<file path="src/rtl/rtu_pkg.sv">
package rtu_pkg;

  // Field widths fixed by the interface
  localparam int unsigned TimeW     = 32;
  localparam int unsigned OrderW    = 32;
  localparam int unsigned AddrW     = 32;
  localparam int unsigned PortW     = 16;
  localparam int unsigned HandleW   = 16;
  localparam int unsigned IntervalW = 16;
  localparam int unsigned LimitW    = 9;
  localparam int unsigned PeerW     = 33;
  localparam int unsigned CountW    = 8;
  localparam int unsigned SocketW   = 16;
  localparam int unsigned CfgDataW  = 16;
  localparam int unsigned CfgIdxW   = 1;

  // At most this many resends are reported per tick
  localparam int unsigned MaxResults = 16;
  localparam int unsigned ResCntW    = $clog2(MaxResults + 1);

  localparam logic signed [LimitW-1:0] LimitForever = -9'sd1;
  localparam logic [CountW-1:0]        CountMax     = 8'd255;

  typedef enum logic [CfgIdxW-1:0] {
    CFG_ENABLE = 1'b0,
    CFG_SOCKET = 1'b1
  } cfg_idx_e;

  typedef enum logic [1:0] {
    ACT_SEND = 2'd0,
    ACT_TICK = 2'd1,
    ACT_ACK  = 2'd2,
    ACT_DROP = 2'd3
  } action_e;

  typedef enum logic [1:0] {
    KIND_SEND      = 2'd0,
    KIND_RESEND    = 2'd1,
    KIND_UNTRACKED = 2'd2
  } kind_e;

  typedef enum logic [2:0] {
    ST_IDLE,
    ST_SEND,
    ST_PRIME,
    ST_EVAL,
    ST_FLUSH
  } state_e;

  typedef struct packed {
    logic [OrderW-1:0]           order;
    logic [PeerW-1:0]            peer;
    logic [AddrW-1:0]            addr;
    logic [PortW-1:0]            port;
    logic [HandleW-1:0]          handle;
    logic [IntervalW-1:0]        interval;
    logic signed [LimitW-1:0]    limit;
    logic [CountW-1:0]           count;
    logic [TimeW-1:0]            last_time;
  } entry_t;

  typedef struct packed {
    kind_e               kind;
    logic [AddrW-1:0]    addr;
    logic [PortW-1:0]    port;
    logic [HandleW-1:0]  handle;
    logic [OrderW-1:0]   order;
  } result_t;

  // Verdict of the evaluation unit on one table entry
  typedef struct packed {
    logic   resend;
    logic   keep;
    entry_t entry;
  } verdict_t;

endpackage

</file>
<file path="src/rtl/rtu_entry_mem.sv">
module rtu_entry_mem import rtu_pkg::*; #(
  parameter int unsigned Depth = 16,
  localparam int unsigned IdxW = (Depth > 1) ? $clog2(Depth) : 1
) (
  input  logic            clk_i,
  input  logic            we_i,
  input  logic [IdxW-1:0] waddr_i,
  input  entry_t          wdata_i,
  input  logic            re_i,
  input  logic [IdxW-1:0] raddr_i,
  output entry_t          rdata_o
);

  entry_t mem_q [Depth];
  entry_t rdata_q;

  always_ff @(posedge clk_i) begin
    if (we_i) begin
      mem_q[waddr_i] <= wdata_i;
    end
  end

  // Hold read data until the next read
  always_ff @(posedge clk_i) begin
    if (re_i) begin
      rdata_q <= mem_q[raddr_i];
    end
  end

  assign rdata_o = rdata_q;

endmodule

</file>
<file path="src/rtl/rtu_entry_eval.sv">
module rtu_entry_eval import rtu_pkg::*; (
  input  action_e            action_i,
  input  logic [TimeW-1:0]   now_i,
  input  logic [OrderW-1:0]  order_i,
  input  logic [PeerW-1:0]   peer_i,
  input  entry_t             entry_i,
  output verdict_t           verdict_o
);

  logic [TimeW-1:0]   elapsed;
  logic               due;
  logic [CountW-1:0]  count_upd;
  logic               expired;
  entry_t             entry_upd;

  // Elapsed time wraps at 32 bits; resend only when strictly past the interval
  assign elapsed = now_i - entry_i.last_time;
  assign due     = elapsed > {{(TimeW - IntervalW){1'b0}}, entry_i.interval};

  assign count_upd = (due && (entry_i.count != CountMax)) ? entry_i.count + 1'b1
                                                         : entry_i.count;

  // Signed compare of the updated count against the limit
  assign expired = (entry_i.limit != LimitForever) &&
                   ($signed({1'b0, count_upd}) >= entry_i.limit);

  always_comb begin
    entry_upd = entry_i;
    if (action_i == ACT_TICK) begin
      entry_upd.count = count_upd;
      if (due) begin
        entry_upd.last_time = now_i;
      end
    end
  end

  always_comb begin
    verdict_o.entry  = entry_upd;
    verdict_o.resend = 1'b0;
    verdict_o.keep   = 1'b1;
    unique case (action_i)
      ACT_TICK: begin
        verdict_o.resend = due;
        verdict_o.keep   = !expired;
      end
      ACT_ACK:  verdict_o.keep = entry_i.order != order_i;
      ACT_DROP: verdict_o.keep = entry_i.peer != peer_i;
      default:  verdict_o.keep = 1'b1;
    endcase
  end

endmodule

</file>
<file path="src/rtl/retransmit_table_unit.sv">
// Retransmit table: holds up to TableDepth packets awaiting acknowledgement.
// A send transaction transmits the packet once (kind 0) and records it, or
// transmits it untracked (kind 2) when the table is full. A tick resends every
// entry whose wrapped elapsed time exceeds its interval (kind 1), bumps its
// saturating retry count, then drops entries whose count reached a limit other
// than -1; at most 16 resends are reported per tick, later ones still update
// their entries. An ack removes all entries with the given order, a drop all
// entries of a peer; neither yields a result. Every transaction is ignored
// while enable is clear. The last result of a transaction carries last_o.
// Timing: one transaction at a time. A send passes through the SEND and FLUSH
// states before the next acceptance; a tick, ack or drop on n > 0 occupied
// entries streams them one per cycle, unless a resend stalls on a full result
// path, through the single memory read port and the one evaluation unit, while
// survivors are written back compacted in insertion order. A tick, ack or drop
// on an empty table, and any transaction while disabled, leaves the block idle.
// Backpressure on the result channel adds stall cycles. The table memory needs
// no clearing pass: an occupancy count marks the live entries.
module retransmit_table_unit import rtu_pkg::*; #(
  parameter int unsigned TableDepth = 16
) (
  input  logic                     clk_i,
  input  logic                     rst_ni,

  input  logic                     cfg_we_i,
  input  logic [CfgIdxW-1:0]       cfg_index_i,
  input  logic [CfgDataW-1:0]      cfg_data_i,

  input  logic                     in_valid_i,
  output logic                     in_ready_o,
  input  logic [1:0]               action_i,
  input  logic [TimeW-1:0]         current_time_i,
  input  logic [OrderW-1:0]        order_i,
  input  logic [AddrW-1:0]         dest_addr_i,
  input  logic [PortW-1:0]         dest_port_i,
  input  logic [HandleW-1:0]       packet_handle_i,
  input  logic [IntervalW-1:0]     retry_interval_i,
  input  logic signed [LimitW-1:0] retry_limit_i,
  input  logic [PeerW-1:0]         peer_id_i,

  output logic                     out_valid_o,
  input  logic                     out_ready_i,
  output logic [1:0]               kind_o,
  output logic [AddrW-1:0]         out_addr_o,
  output logic [PortW-1:0]         out_port_o,
  output logic [HandleW-1:0]       out_handle_o,
  output logic [OrderW-1:0]        out_order_o,
  output logic                     last_o
);

  localparam int unsigned IdxW = (TableDepth > 1) ? $clog2(TableDepth) : 1;
  localparam int unsigned CntW = $clog2(TableDepth + 1);

  // Configuration registers
  logic               enable_q;
  logic [SocketW-1:0] socket_q;

  always_ff @(posedge clk_i or negedge rst_ni) begin
    if (!rst_ni) begin
      enable_q <= 1'b0;
      socket_q <= '0;
    end else if (cfg_we_i) begin
      unique case (cfg_idx_e'(cfg_index_i))
        CFG_ENABLE: enable_q <= cfg_data_i[0];
        CFG_SOCKET: socket_q <= cfg_data_i[SocketW-1:0];
        default: ;
      endcase
    end
  end

  // Captured transaction
  action_e                  act_q;
  logic [TimeW-1:0]         time_q;
  logic [OrderW-1:0]        order_q;
  logic [AddrW-1:0]         addr_q;
  logic [PortW-1:0]         port_q;
  logic [HandleW-1:0]       handle_q;
  logic [IntervalW-1:0]     interval_q;
  logic signed [LimitW-1:0] limit_q;
  logic [PeerW-1:0]         peer_q;

  // Sequencer state
  state_e             state_q, state_d;
  logic [CntW-1:0]    n_q, n_d;
  logic [CntW-1:0]    r_q, r_d;
  logic [CntW-1:0]    w_q, w_d;
  logic [ResCntW-1:0] cnt_q, cnt_d;

  // Held result and output register
  logic    pend_valid_q, pend_valid_d;
  result_t pend_q, pend_d;
  logic    out_valid_q, out_valid_d;
  logic    out_last_q, out_last_d;
  result_t out_q, out_d;

  // Memory and evaluation unit
  logic            mem_we, mem_re;
  logic [IdxW-1:0] mem_waddr, mem_raddr;
  entry_t          mem_wdata, mem_rdata;
  verdict_t        verdict;

  logic            in_fire;
  logic            out_free;
  logic            need_emit;
  logic            advance;
  logic            out_load;
  logic [CntW-1:0] r_next;
  logic            table_full;
  logic            scan_end;

  assign in_ready_o = (state_q == ST_IDLE);
  assign in_fire    = in_valid_i && in_ready_o;
  assign out_free   = !out_valid_q || out_ready_i;
  assign r_next     = r_q + 1'b1;
  assign scan_end   = (r_next == n_q);
  assign table_full = (n_q == CntW'(TableDepth));

  // A resend is reported while below the cap; stall only when both the held
  // result and the output register are occupied
  assign need_emit = (act_q == ACT_TICK) && verdict.resend &&
                     (cnt_q < ResCntW'(MaxResults));
  assign advance   = !(need_emit && pend_valid_q && !out_free);

  rtu_entry_mem #(
    .Depth (TableDepth)
  ) u_mem (
    .clk_i   (clk_i),
    .we_i    (mem_we),
    .waddr_i (mem_waddr),
    .wdata_i (mem_wdata),
    .re_i    (mem_re),
    .raddr_i (mem_raddr),
    .rdata_o (mem_rdata)
  );

  rtu_entry_eval u_eval (
    .action_i  (act_q),
    .now_i     (time_q),
    .order_i   (order_q),
    .peer_i    (peer_q),
    .entry_i   (mem_rdata),
    .verdict_o (verdict)
  );

  // Capture the transaction on acceptance
  always_ff @(posedge clk_i) begin
    if (in_fire) begin
      act_q      <= action_e'(action_i);
      time_q     <= current_time_i;
      order_q    <= order_i;
      addr_q     <= dest_addr_i;
      port_q     <= dest_port_i;
      handle_q   <= packet_handle_i;
      interval_q <= retry_interval_i;
      limit_q    <= retry_limit_i;
      peer_q     <= peer_id_i;
    end
  end

  // Next state
  always_comb begin
    state_d = state_q;
    unique case (state_q)
      ST_IDLE: begin
        if (in_fire && enable_q) begin
          if (action_e'(action_i) == ACT_SEND) begin
            state_d = ST_SEND;
          end else if (n_q != '0) begin
            state_d = ST_PRIME;
          end
        end
      end
      ST_SEND:  state_d = ST_FLUSH;
      ST_PRIME: state_d = ST_EVAL;
      ST_EVAL: begin
        if (advance && scan_end) begin
          state_d = ST_FLUSH;
        end
      end
      ST_FLUSH: begin
        if (!pend_valid_q || out_free) begin
          state_d = ST_IDLE;
        end
      end
      default: state_d = ST_IDLE;
    endcase
  end

  // Datapath control
  always_comb begin
    mem_we       = 1'b0;
    mem_re       = 1'b0;
    mem_waddr    = w_q[IdxW-1:0];
    mem_raddr    = r_next[IdxW-1:0];
    mem_wdata    = verdict.entry;
    n_d          = n_q;
    r_d          = r_q;
    w_d          = w_q;
    cnt_d        = cnt_q;
    pend_valid_d = pend_valid_q;
    pend_d       = pend_q;
    out_load     = 1'b0;
    out_last_d   = out_last_q;
    out_d        = out_q;
    out_valid_d  = out_valid_q && !out_ready_i;

    unique case (state_q)
      ST_IDLE: ;
      ST_SEND: begin
        // Record the packet at the tail when there is room
        mem_waddr           = n_q[IdxW-1:0];
        mem_wdata.order     = order_q;
        mem_wdata.peer      = {1'b0, addr_q} + {{(PeerW - PortW){1'b0}}, port_q}
                              + {{(PeerW - SocketW){1'b0}}, socket_q};
        mem_wdata.addr      = addr_q;
        mem_wdata.port      = port_q;
        mem_wdata.handle    = handle_q;
        mem_wdata.interval  = interval_q;
        mem_wdata.limit     = limit_q;
        mem_wdata.count     = '0;
        mem_wdata.last_time = time_q;
        mem_we              = !table_full;
        if (!table_full) begin
          n_d = n_q + 1'b1;
        end
        pend_valid_d = 1'b1;
        pend_d.kind   = table_full ? KIND_UNTRACKED : KIND_SEND;
        pend_d.addr   = addr_q;
        pend_d.port   = port_q;
        pend_d.handle = handle_q;
        pend_d.order  = order_q;
      end
      ST_PRIME: begin
        mem_re    = 1'b1;
        mem_raddr = '0;
        r_d       = '0;
        w_d       = '0;
        cnt_d     = '0;
      end
      ST_EVAL: begin
        if (advance) begin
          // Write back survivors, closing gaps
          if (verdict.keep) begin
            mem_we = 1'b1;
            w_d    = w_q + 1'b1;
          end
          if (scan_end) begin
            n_d = verdict.keep ? w_q + 1'b1 : w_q;
          end else begin
            mem_re = 1'b1;
            r_d    = r_next;
          end
          if (need_emit) begin
            cnt_d = cnt_q + 1'b1;
            if (pend_valid_q) begin
              out_load   = 1'b1;
              out_d      = pend_q;
              out_last_d = 1'b0;
            end
            pend_valid_d  = 1'b1;
            pend_d.kind   = KIND_RESEND;
            pend_d.addr   = verdict.entry.addr;
            pend_d.port   = verdict.entry.port;
            pend_d.handle = verdict.entry.handle;
            pend_d.order  = verdict.entry.order;
          end
        end
      end
      ST_FLUSH: begin
        // Release the held result as the last one of the transaction
        if (pend_valid_q && out_free) begin
          out_load     = 1'b1;
          out_d        = pend_q;
          out_last_d   = 1'b1;
          pend_valid_d = 1'b0;
        end
      end
      default: ;
    endcase

    if (out_load) begin
      out_valid_d = 1'b1;
    end
  end

  always_ff @(posedge clk_i or negedge rst_ni) begin
    if (!rst_ni) begin
      state_q      <= ST_IDLE;
      n_q          <= '0;
      r_q          <= '0;
      w_q          <= '0;
      cnt_q        <= '0;
      pend_valid_q <= 1'b0;
      out_valid_q  <= 1'b0;
    end else begin
      state_q      <= state_d;
      n_q          <= n_d;
      r_q          <= r_d;
      w_q          <= w_d;
      cnt_q        <= cnt_d;
      pend_valid_q <= pend_valid_d;
      out_valid_q  <= out_valid_d;
    end
  end

  always_ff @(posedge clk_i) begin
    pend_q     <= pend_d;
    out_q      <= out_d;
    out_last_q <= out_last_d;
  end

  assign out_valid_o  = out_valid_q;
  assign kind_o       = out_q.kind;
  assign out_addr_o   = out_q.addr;
  assign out_port_o   = out_q.port;
  assign out_handle_o = out_q.handle;
  assign out_order_o  = out_q.order;
  assign last_o       = out_last_q;

  // Occupancy never exceeds the table
  assert property (@(posedge clk_i) disable iff (!rst_ni)
    n_q <= CntW'(TableDepth))
    else $error("occupancy count beyond table depth");

  // Compaction writes never overtake the read pointer
  assert property (@(posedge clk_i) disable iff (!rst_ni)
    (state_q == ST_EVAL) |-> (w_q <= r_q) && (r_q < n_q))
    else $error("scan pointers out of order");

  // Never overwrite a result that has not been taken
  assert property (@(posedge clk_i) disable iff (!rst_ni)
    out_load |-> out_free)
    else $error("output register overwritten");

  // Nothing is left held when the block goes idle
  assert property (@(posedge clk_i) disable iff (!rst_ni)
    (state_q == ST_IDLE) |-> !pend_valid_q)
    else $error("held result left behind");

endmodule

</file>
<file path="config.mk">
export PLATFORM = sky130hd
export DESIGN_NAME = retransmit_table_unit
export DESIGN_NICKNAME = d
export VERILOG_FILES = /design/src/rtl/rtu_pkg.sv /design/src/rtl/rtu_entry_mem.sv /design/src/rtl/rtu_entry_eval.sv /design/src/rtl/retransmit_table_unit.sv
export SDC_FILE = /design/constraint.sdc
export NUM_CORES = 2
export LEC_CHECK = 0
export BUFFER_PORTS_ARGS = -buffer_cell sky130_fd_sc_hd__buf_2
export CORE_ASPECT_RATIO = 1.2
export CORE_MARGIN = 10
export CORE_UTILIZATION = 30
export DETAILED_ROUTE_END_ITERATION = 12
export GPL_ROUTABILITY_DRIVEN = 0
export GPL_TIMING_DRIVEN = 1
export PLACE_DENSITY = 0.55
export SLEW_MARGIN = 5
export SYNTH_ARGS = -nofsm -noshare
export SYNTH_HDL_FRONTEND = slang
export SYNTH_SLANG_ARGS = --single-unit
</file>
<file path="constraint.sdc">
create_clock -name clk_i -period 37.3 [get_ports clk_i]
set_input_delay 7.46 -clock clk_i [delete_from_list [all_inputs] [get_ports clk_i]]
set_output_delay 7.46 -clock clk_i [all_outputs]
set_load 0.02 [all_outputs]
</file>
# == Word-level counts from Yosys, hierarchy flattened ==
# Memories as Yosys holds them, arrays and structs flattened. A register that Yosys moved wholly into a read port is not among the register bits.
# Index checks and enable logic that the tools add are counted.
# totals
regBits,427
ramBits,3104
input_bits,210
word_cells,162
mem_count,1
# classes
addsub,8
order_cmp,3
n_eq_ne,24
n_mux,59
n_bitwise,1
reduce_logical,37
# mem_list
memory,words,width,read_ports,rd_ports_with_merged_regs,write_ports,line_no,source
u_mem.mem_q,16,194,1,1,1,rtu_entry_mem.sv:14,entry_t mem_q [Depth];
# op_table
cell,count
98-bit 2-to-1 mux,6
98-bit case mux with 2 select lines,2
194-bit 2-to-1 mux,1
5-bit 2-to-1 mux,9
40-bit 2-to-1 mux,1
5-bit case mux with 2 select lines,4
32-bit by 16-bit adder with 33-bit output,1
33-bit by 16-bit adder with 33-bit output,1
33-bit inequality test,1
32-bit by 16-bit > comparator with 1-bit output,1
32-bit 2-to-1 mux,1
32-bit inequality test,1
32-bit subtractor,1
"5-bit by 1-bit adder with 5-bit output, second input constant",4
1-bit 2-to-1 mux,19
"2-bit inequality test, second input constant",9
3-bit 2-to-1 mux,5
3-bit case mux with 5 select lines,1
4-bit AND reduction,3
1-bit logical AND,11
9-bit greater-or-equal comparator,1
"9-bit by 1-bit inequality test with 1-bit output, second input constant",1
3-bit AND reduction,3
"8-bit by 1-bit adder with 8-bit output, second input constant",1
26 further kinds,44

# == Longest topological paths before layout ==
# depth
word_depth,13
mapped_depth,33

# == Hierarchy ==
# Synthesis repeated with hierarchy kept, for this count alone.
# unflattened
cells_unflattened,7509
hier_area_um2,146464.2
# by_module_without_submodules
mod,n_inst,cells_per_inst,area_each_um2
rtu_entry_mem,1,5075,122251.0
retransmit_table_unit,1,1669,18630.4
rtu_entry_eval,1,765,5582.9

# == Worst setup path before layout ==
# OpenSTA, ideal clock, no wires.
# synth_path
kind,input to register
start,input out_ready_i
end,memory u_mem.mem_q[10][0] (netlist bit) (enable)
setup_ps,752
arrival_ps,16407
t_required_ps,36548
slack_ps,20141
stages,6
n_path_buf,0
path_cell_list,nor2b_1 > nand2_1 > or3_1 > o211ai_1 > a22o_1 > nor2_1
# synth_between
elab_chain_cells,7
# synth_rtl
item,line_no,source
from (decl),retransmit_table_unit.sv:41,"input logic out_ready_i,"
1-bit logical OR,retransmit_table_unit.sv:112,assign out_free = !out_valid_q || out_ready_i;
1-bit zero test,retransmit_table_unit.sv:121,assign advance = !(need_emit && pend_valid_q && !out_free);
1-bit logical AND,retransmit_table_unit.sv:121,
1-bit 2-to-1 mux,retransmit_table_unit.sv:240,if (advance) begin
1-bit case mux with 2 select lines,retransmit_table_unit.sv:206,unique case (state_q)
1-bit 2-to-1 mux,rtu_entry_mem.sv:18,if (we_i) begin
1-bit 2-to-1 mux (implied by the code),rtu_entry_mem.sv:19,mem_q[waddr_i] <= wdata_i;
to (decl),rtu_entry_mem.sv:14,
# Every way passes these cells.

# == Worst setup path after layout ==
# layout_path
start,input out_ready_i
end,memory u_mem.mem_q[0][70] (netlist bit) (enable)
# The elaborated chain is that of the path after synthesis.

==> results by group <==
Worst setup path
  • Worst path slowest cell: buf_4
  • Crit-path cells: buf_2, nor2b_1, nand2_1, or3_1, o211ai_1, o2bb2ai_1, nor2_4, buf_4, buf_4, buf_4
  • Critical path fanouts, max: 46
  • Worst path most repeated cell: buf_4
  • Worst stage delay on the critical path: approximately 900 ps
  • Crit end category: flop
  • Setup crit start kind: input pin
  • CP delay by family, top: buffers and inverters
  • Crit path DAT: 12,370 ps
  • Crit path kind: in2reg
  • CP Buf/Inv Count: 4
  • Data required, critical path: roughly 38,000 ps

Clock network
  • Clock transition at path regs: 60 ps
  • Total clock sinks: about 3,700
  • Clk_lat worst skew: between 1000 and 1500 ps
  • CTS Hold Bufs: 0
  • Post-CTS sizing: 0
  • H-tree Lvls: 5
  • Post-CTS Setup Bufs: 0
  • Root Driver: clkbuf_16
  • TritonCTS clock tree: built
  • Num CTS Buffers: about 370
  • CTS max path bufs: 4

Cells and area
  • Multi-input gate area: ~0.038 mm²
  • Synth-to-Final Area Change: 14.0%
  • Share of cells above drive strength 1: between 10% and 20%
  • Fin area: about 0.17 mm²
  • Filler cells: between 40,000 and 50,000
  • Nets: between 10,000 and 15,000
  • Area occupied by registers: between 0.1 and 0.15 mm²

Synthesis
  • Synth area leaders: edfxtp_1 72%, a211oi_1 3.5%, nand2_1 2.7%, mux2_2 2.6%, or3_1 2.5%
  • Post-synth cell types: 79
  • Cell Area, Synth: roughly 0.15 mm²
  • Sequential share of the synthesized area: between 70% and 80%
  • Primary FF master, synth: edfxtp_1
  • YS warnings: 0
  • Syn Area/Cell: between 10 and 15 µm²
  • Ys async rst share: about 1.1%
  • Post-synth top area share: between 70% and 80%
  • Syn_nets: approximately 11,000
  • Largest area contributor in the netlist: edfxtp_1
  • Seq cells post-synth: approximately 3,700
  • Cells after Synth: approximately 11,000
  • Post-synth EDFFs: 3,683

STA
  • Final hold violations: 0
  • Final count of negative-setup-slack endpoints: 0
  • Final Cycle Share: around a third
  • Clk_skew: 107 ps
  • Unrepaired setup endpoints after global routing: false
  • Fmax: about 85 MHz
  • Least-Margin Pin Slew: about 1400 ps
  • Rel. slew slack: between 8 and 9%
  • Slew Limit Fails: 0
  • Setup TNS after final layout: 0 ps
  • Fin crit period: 11,790 ps

Pwr
  • IR drop worst, VDD: about 0.11 mV
  • PwrDens: 98.5 mW/mm²
  • Leak pwr: roughly 55 nW

Die
  • Die Y: 802 µm
  • Num ports: a little over 300
  • Num rows: between 200 and 300
  • Core ar.: around 0.51 mm²
  • Initial Util: 30.1%
  • Die Area: around 0.54 mm²
  • Horiz. Die Dim: around 670 µm

Route
  • DR vias: approximately 94,000
  • TritonRoute pass-1 iters: 6
  • Initial DRC Count: roughly 8,500
  • Max layer used: met5
  • Metal2 WL: roughly 230,000 µm
  • Vias per cell: 5.25
  • WL met1: 198,000 µm
  • Final WL: 464,000 µm
  • DR WL/cell: 25.9 µm
  • WL met3: 24,000 µm
  • Post-DRT Antenna Nets: 0
  • Remaining DRCs: 0

Placement
  • Cell Area, Placed: 0.162 mm²
  • I/O Buffers: 310
  • HPWL after DPL: about 260,000 µm

Min path
  • Min-Delay Path Class: reg2reg

Global route
  • First-pass GRT wire length: roughly 670,000 µm
  • GRT Util Overall: 16.4%
  • GRT overflow: 0
  • Largest net degree at the start of global routing: 200
  • Initial antenna violation count: 17
  • Number of global-route vias before repair: approximately 92,000

Status
  • Status: completed

Run
  • Max Cap Viol: 0
-- power breakdown --
part           switching [mW]  internal (mW)  leakage [nW]
Clock                    1.65           2.08          5.74
Combinational            4.92           1.86          15.3
Sequential              0.322           6.33          34.0
-- per-stage QoR --
| step | setup slack [ps] | utilization, % | std cells | power, mW | hold slack (ps) |
|---|---|---|---|---|---|
| after detailed placement | 24590 | 31.9 | 17200 | 13.6 | 405 |
| final | 25510 | 34.3 | 17900 | 17.2 | 395 |
| after global placement | 24660 | 31.9 | 17200 | 13.5 | 402 |
| after CTS | 25610 | 34.3 | 17900 | 17.3 | 418 |
| after global routing | 24880 | 34.3 | 17900 | 18.0 | 411 |
| after floorplan | 20140 | - | 10700 | 10.9 | 400 |
-- Yosys cell counts, types with 6 or more instances --
| master | number |
|---|---|
| a2111oi_0 | 269 |
| a211oi_1 | 712 |
| a21o_1 | 16 |
| a21oi_1 | 655 |
| a311oi_1 | 60 |
| a31oi_1 | 130 |
| and2_1 | 271 |
| and3_1 | 14 |
| buf_1 | 46 |
| clkbuf_1 | 775 |
| dfrtp_1 | 42 |
| edfxtp_1 | 3683 |
| fa_1 | 18 |
| ha_1 | 77 |
| inv_1 | 76 |
| mux2_2 | 350 |
| mux2i_1 | 11 |
| nand2_1 | 1106 |
| nand2b_1 | 17 |
| nand3_1 | 28 |
| nand3b_1 | 8 |
| nand4_1 | 16 |
| nor2_1 | 93 |
| nor2b_1 | 197 |
| nor3_1 | 75 |
| nor3b_1 | 6 |
| nor4_1 | 21 |
| o211ai_1 | 10 |
| o21a_1 | 13 |
| o21ai_0 | 679 |
| o21ai_1 | 40 |
| o22ai_1 | 330 |
| o31ai_1 | 10 |
| or3_1 | 605 |
| xnor2_1 | 46 |
| xor2_1 | 79 |
-- final timing paths --
kind	start	end	slack, ps	cells after the start
setup / recovery	out_ready_i	u_mem.mem_q[0][70]$_DFFE_PP_	25510	10
hold / removal	pend_q[35]$_DFFE_PP_	out_handle_o[3]$_DFFE_PP_	400	0
setup reg to reg	u_mem.rdata_o[1]$_DFFE_PP_	u_mem.mem_q[0][70]$_DFFE_PP_	25590	32
hold reg to reg	pend_q[35]$_DFFE_PP_	out_handle_o[3]$_DFFE_PP_	400	0
max in group asynchronous	rst_ni	r_q[0]$_DFFE_PN0P_	30020	2
min in group asynchronous	rst_ni	out_valid_o$_DFF_PN0_	6650	2
-- metal layers --
| layer | up-vias | global-route usage, % |
|---|---|---|
| met2 | 2894 | 28.1 |
| met4 | 8 | 4.89 |
| met3 | 609 | 2.03 |
| met5 | - | 0 |
| met1 | 48400 | 21.7 |
| li1 | 42000 | - |
-- worst reg2reg max path: cells and delay by family (launching register included) --
kind / cells / cell delay (ps)
compound gates: 16 / 4500
fa+ha+maj: 3 / 770
buf+inv: 5 / 3140
flops: 1 / 430
simple gates: 6 / 2010
xor+xnor: 2 / 380
-- cell type report --
class | instances | area share, %
Tap cell | 6791 | 4.87
Antenna cell | 23 | 0.0330
Clock inverter | 213 | 1.28
Sequential cell | 3725 | 64.1
Clock buffer | 457 | 5.55
Multi-Input combinational cell | 6042 | 21.9
Inverter | 78 | 0.179
Timing Repair Buffer | 572 | 2.18
-- sequential cells by signal, summed over array words and instances (netlist names), 32 cells and up --
register       cells
u_mem.mem_q     3104
u_mem.rdata_o    194
pend_q            98
peer_q            33
addr_q            32
order_q           32
out_addr_o        32
out_order_o       32
time_q            32
-- kinds of logic after synthesis --
| logic type | count (synthesis) | share of synthesized area [%] |
|---|---|---|
| adder cells (fa/ha/maj) | 95 | 0.866 |
| flip-flops | 3725 | 73.0 |
| AND/OR/NAND/NOR | 2475 | 8.12 |
| buffers and inverters | 905 | 2.23 |
| XOR/XNOR | 125 | 0.716 |
| AO/OA/AOI/OAI | 2985 | 12.4 |
| multiplexers | 362 | 2.66 |
-- placed cells by master (no fill, tap or decap), drive strengths merged, types with 91 or more instances in the layout --
master,netlist,routed
edfxtp,3683,3683
nand2,1106,1106
o21ai,719,719
a211oi,712,712
a21oi,656,656
or3,605,605
buf,52,572
clkbuf,775,457
mux2,351,351
o22ai,330,330
and2,271,271
a2111oi,270,270
nor2b,197,197
clkinv,2,146
a31oi,130,130
nor2,95,95
inv,76,91
No activity file was read; power rests on OpenSTA's default activity.
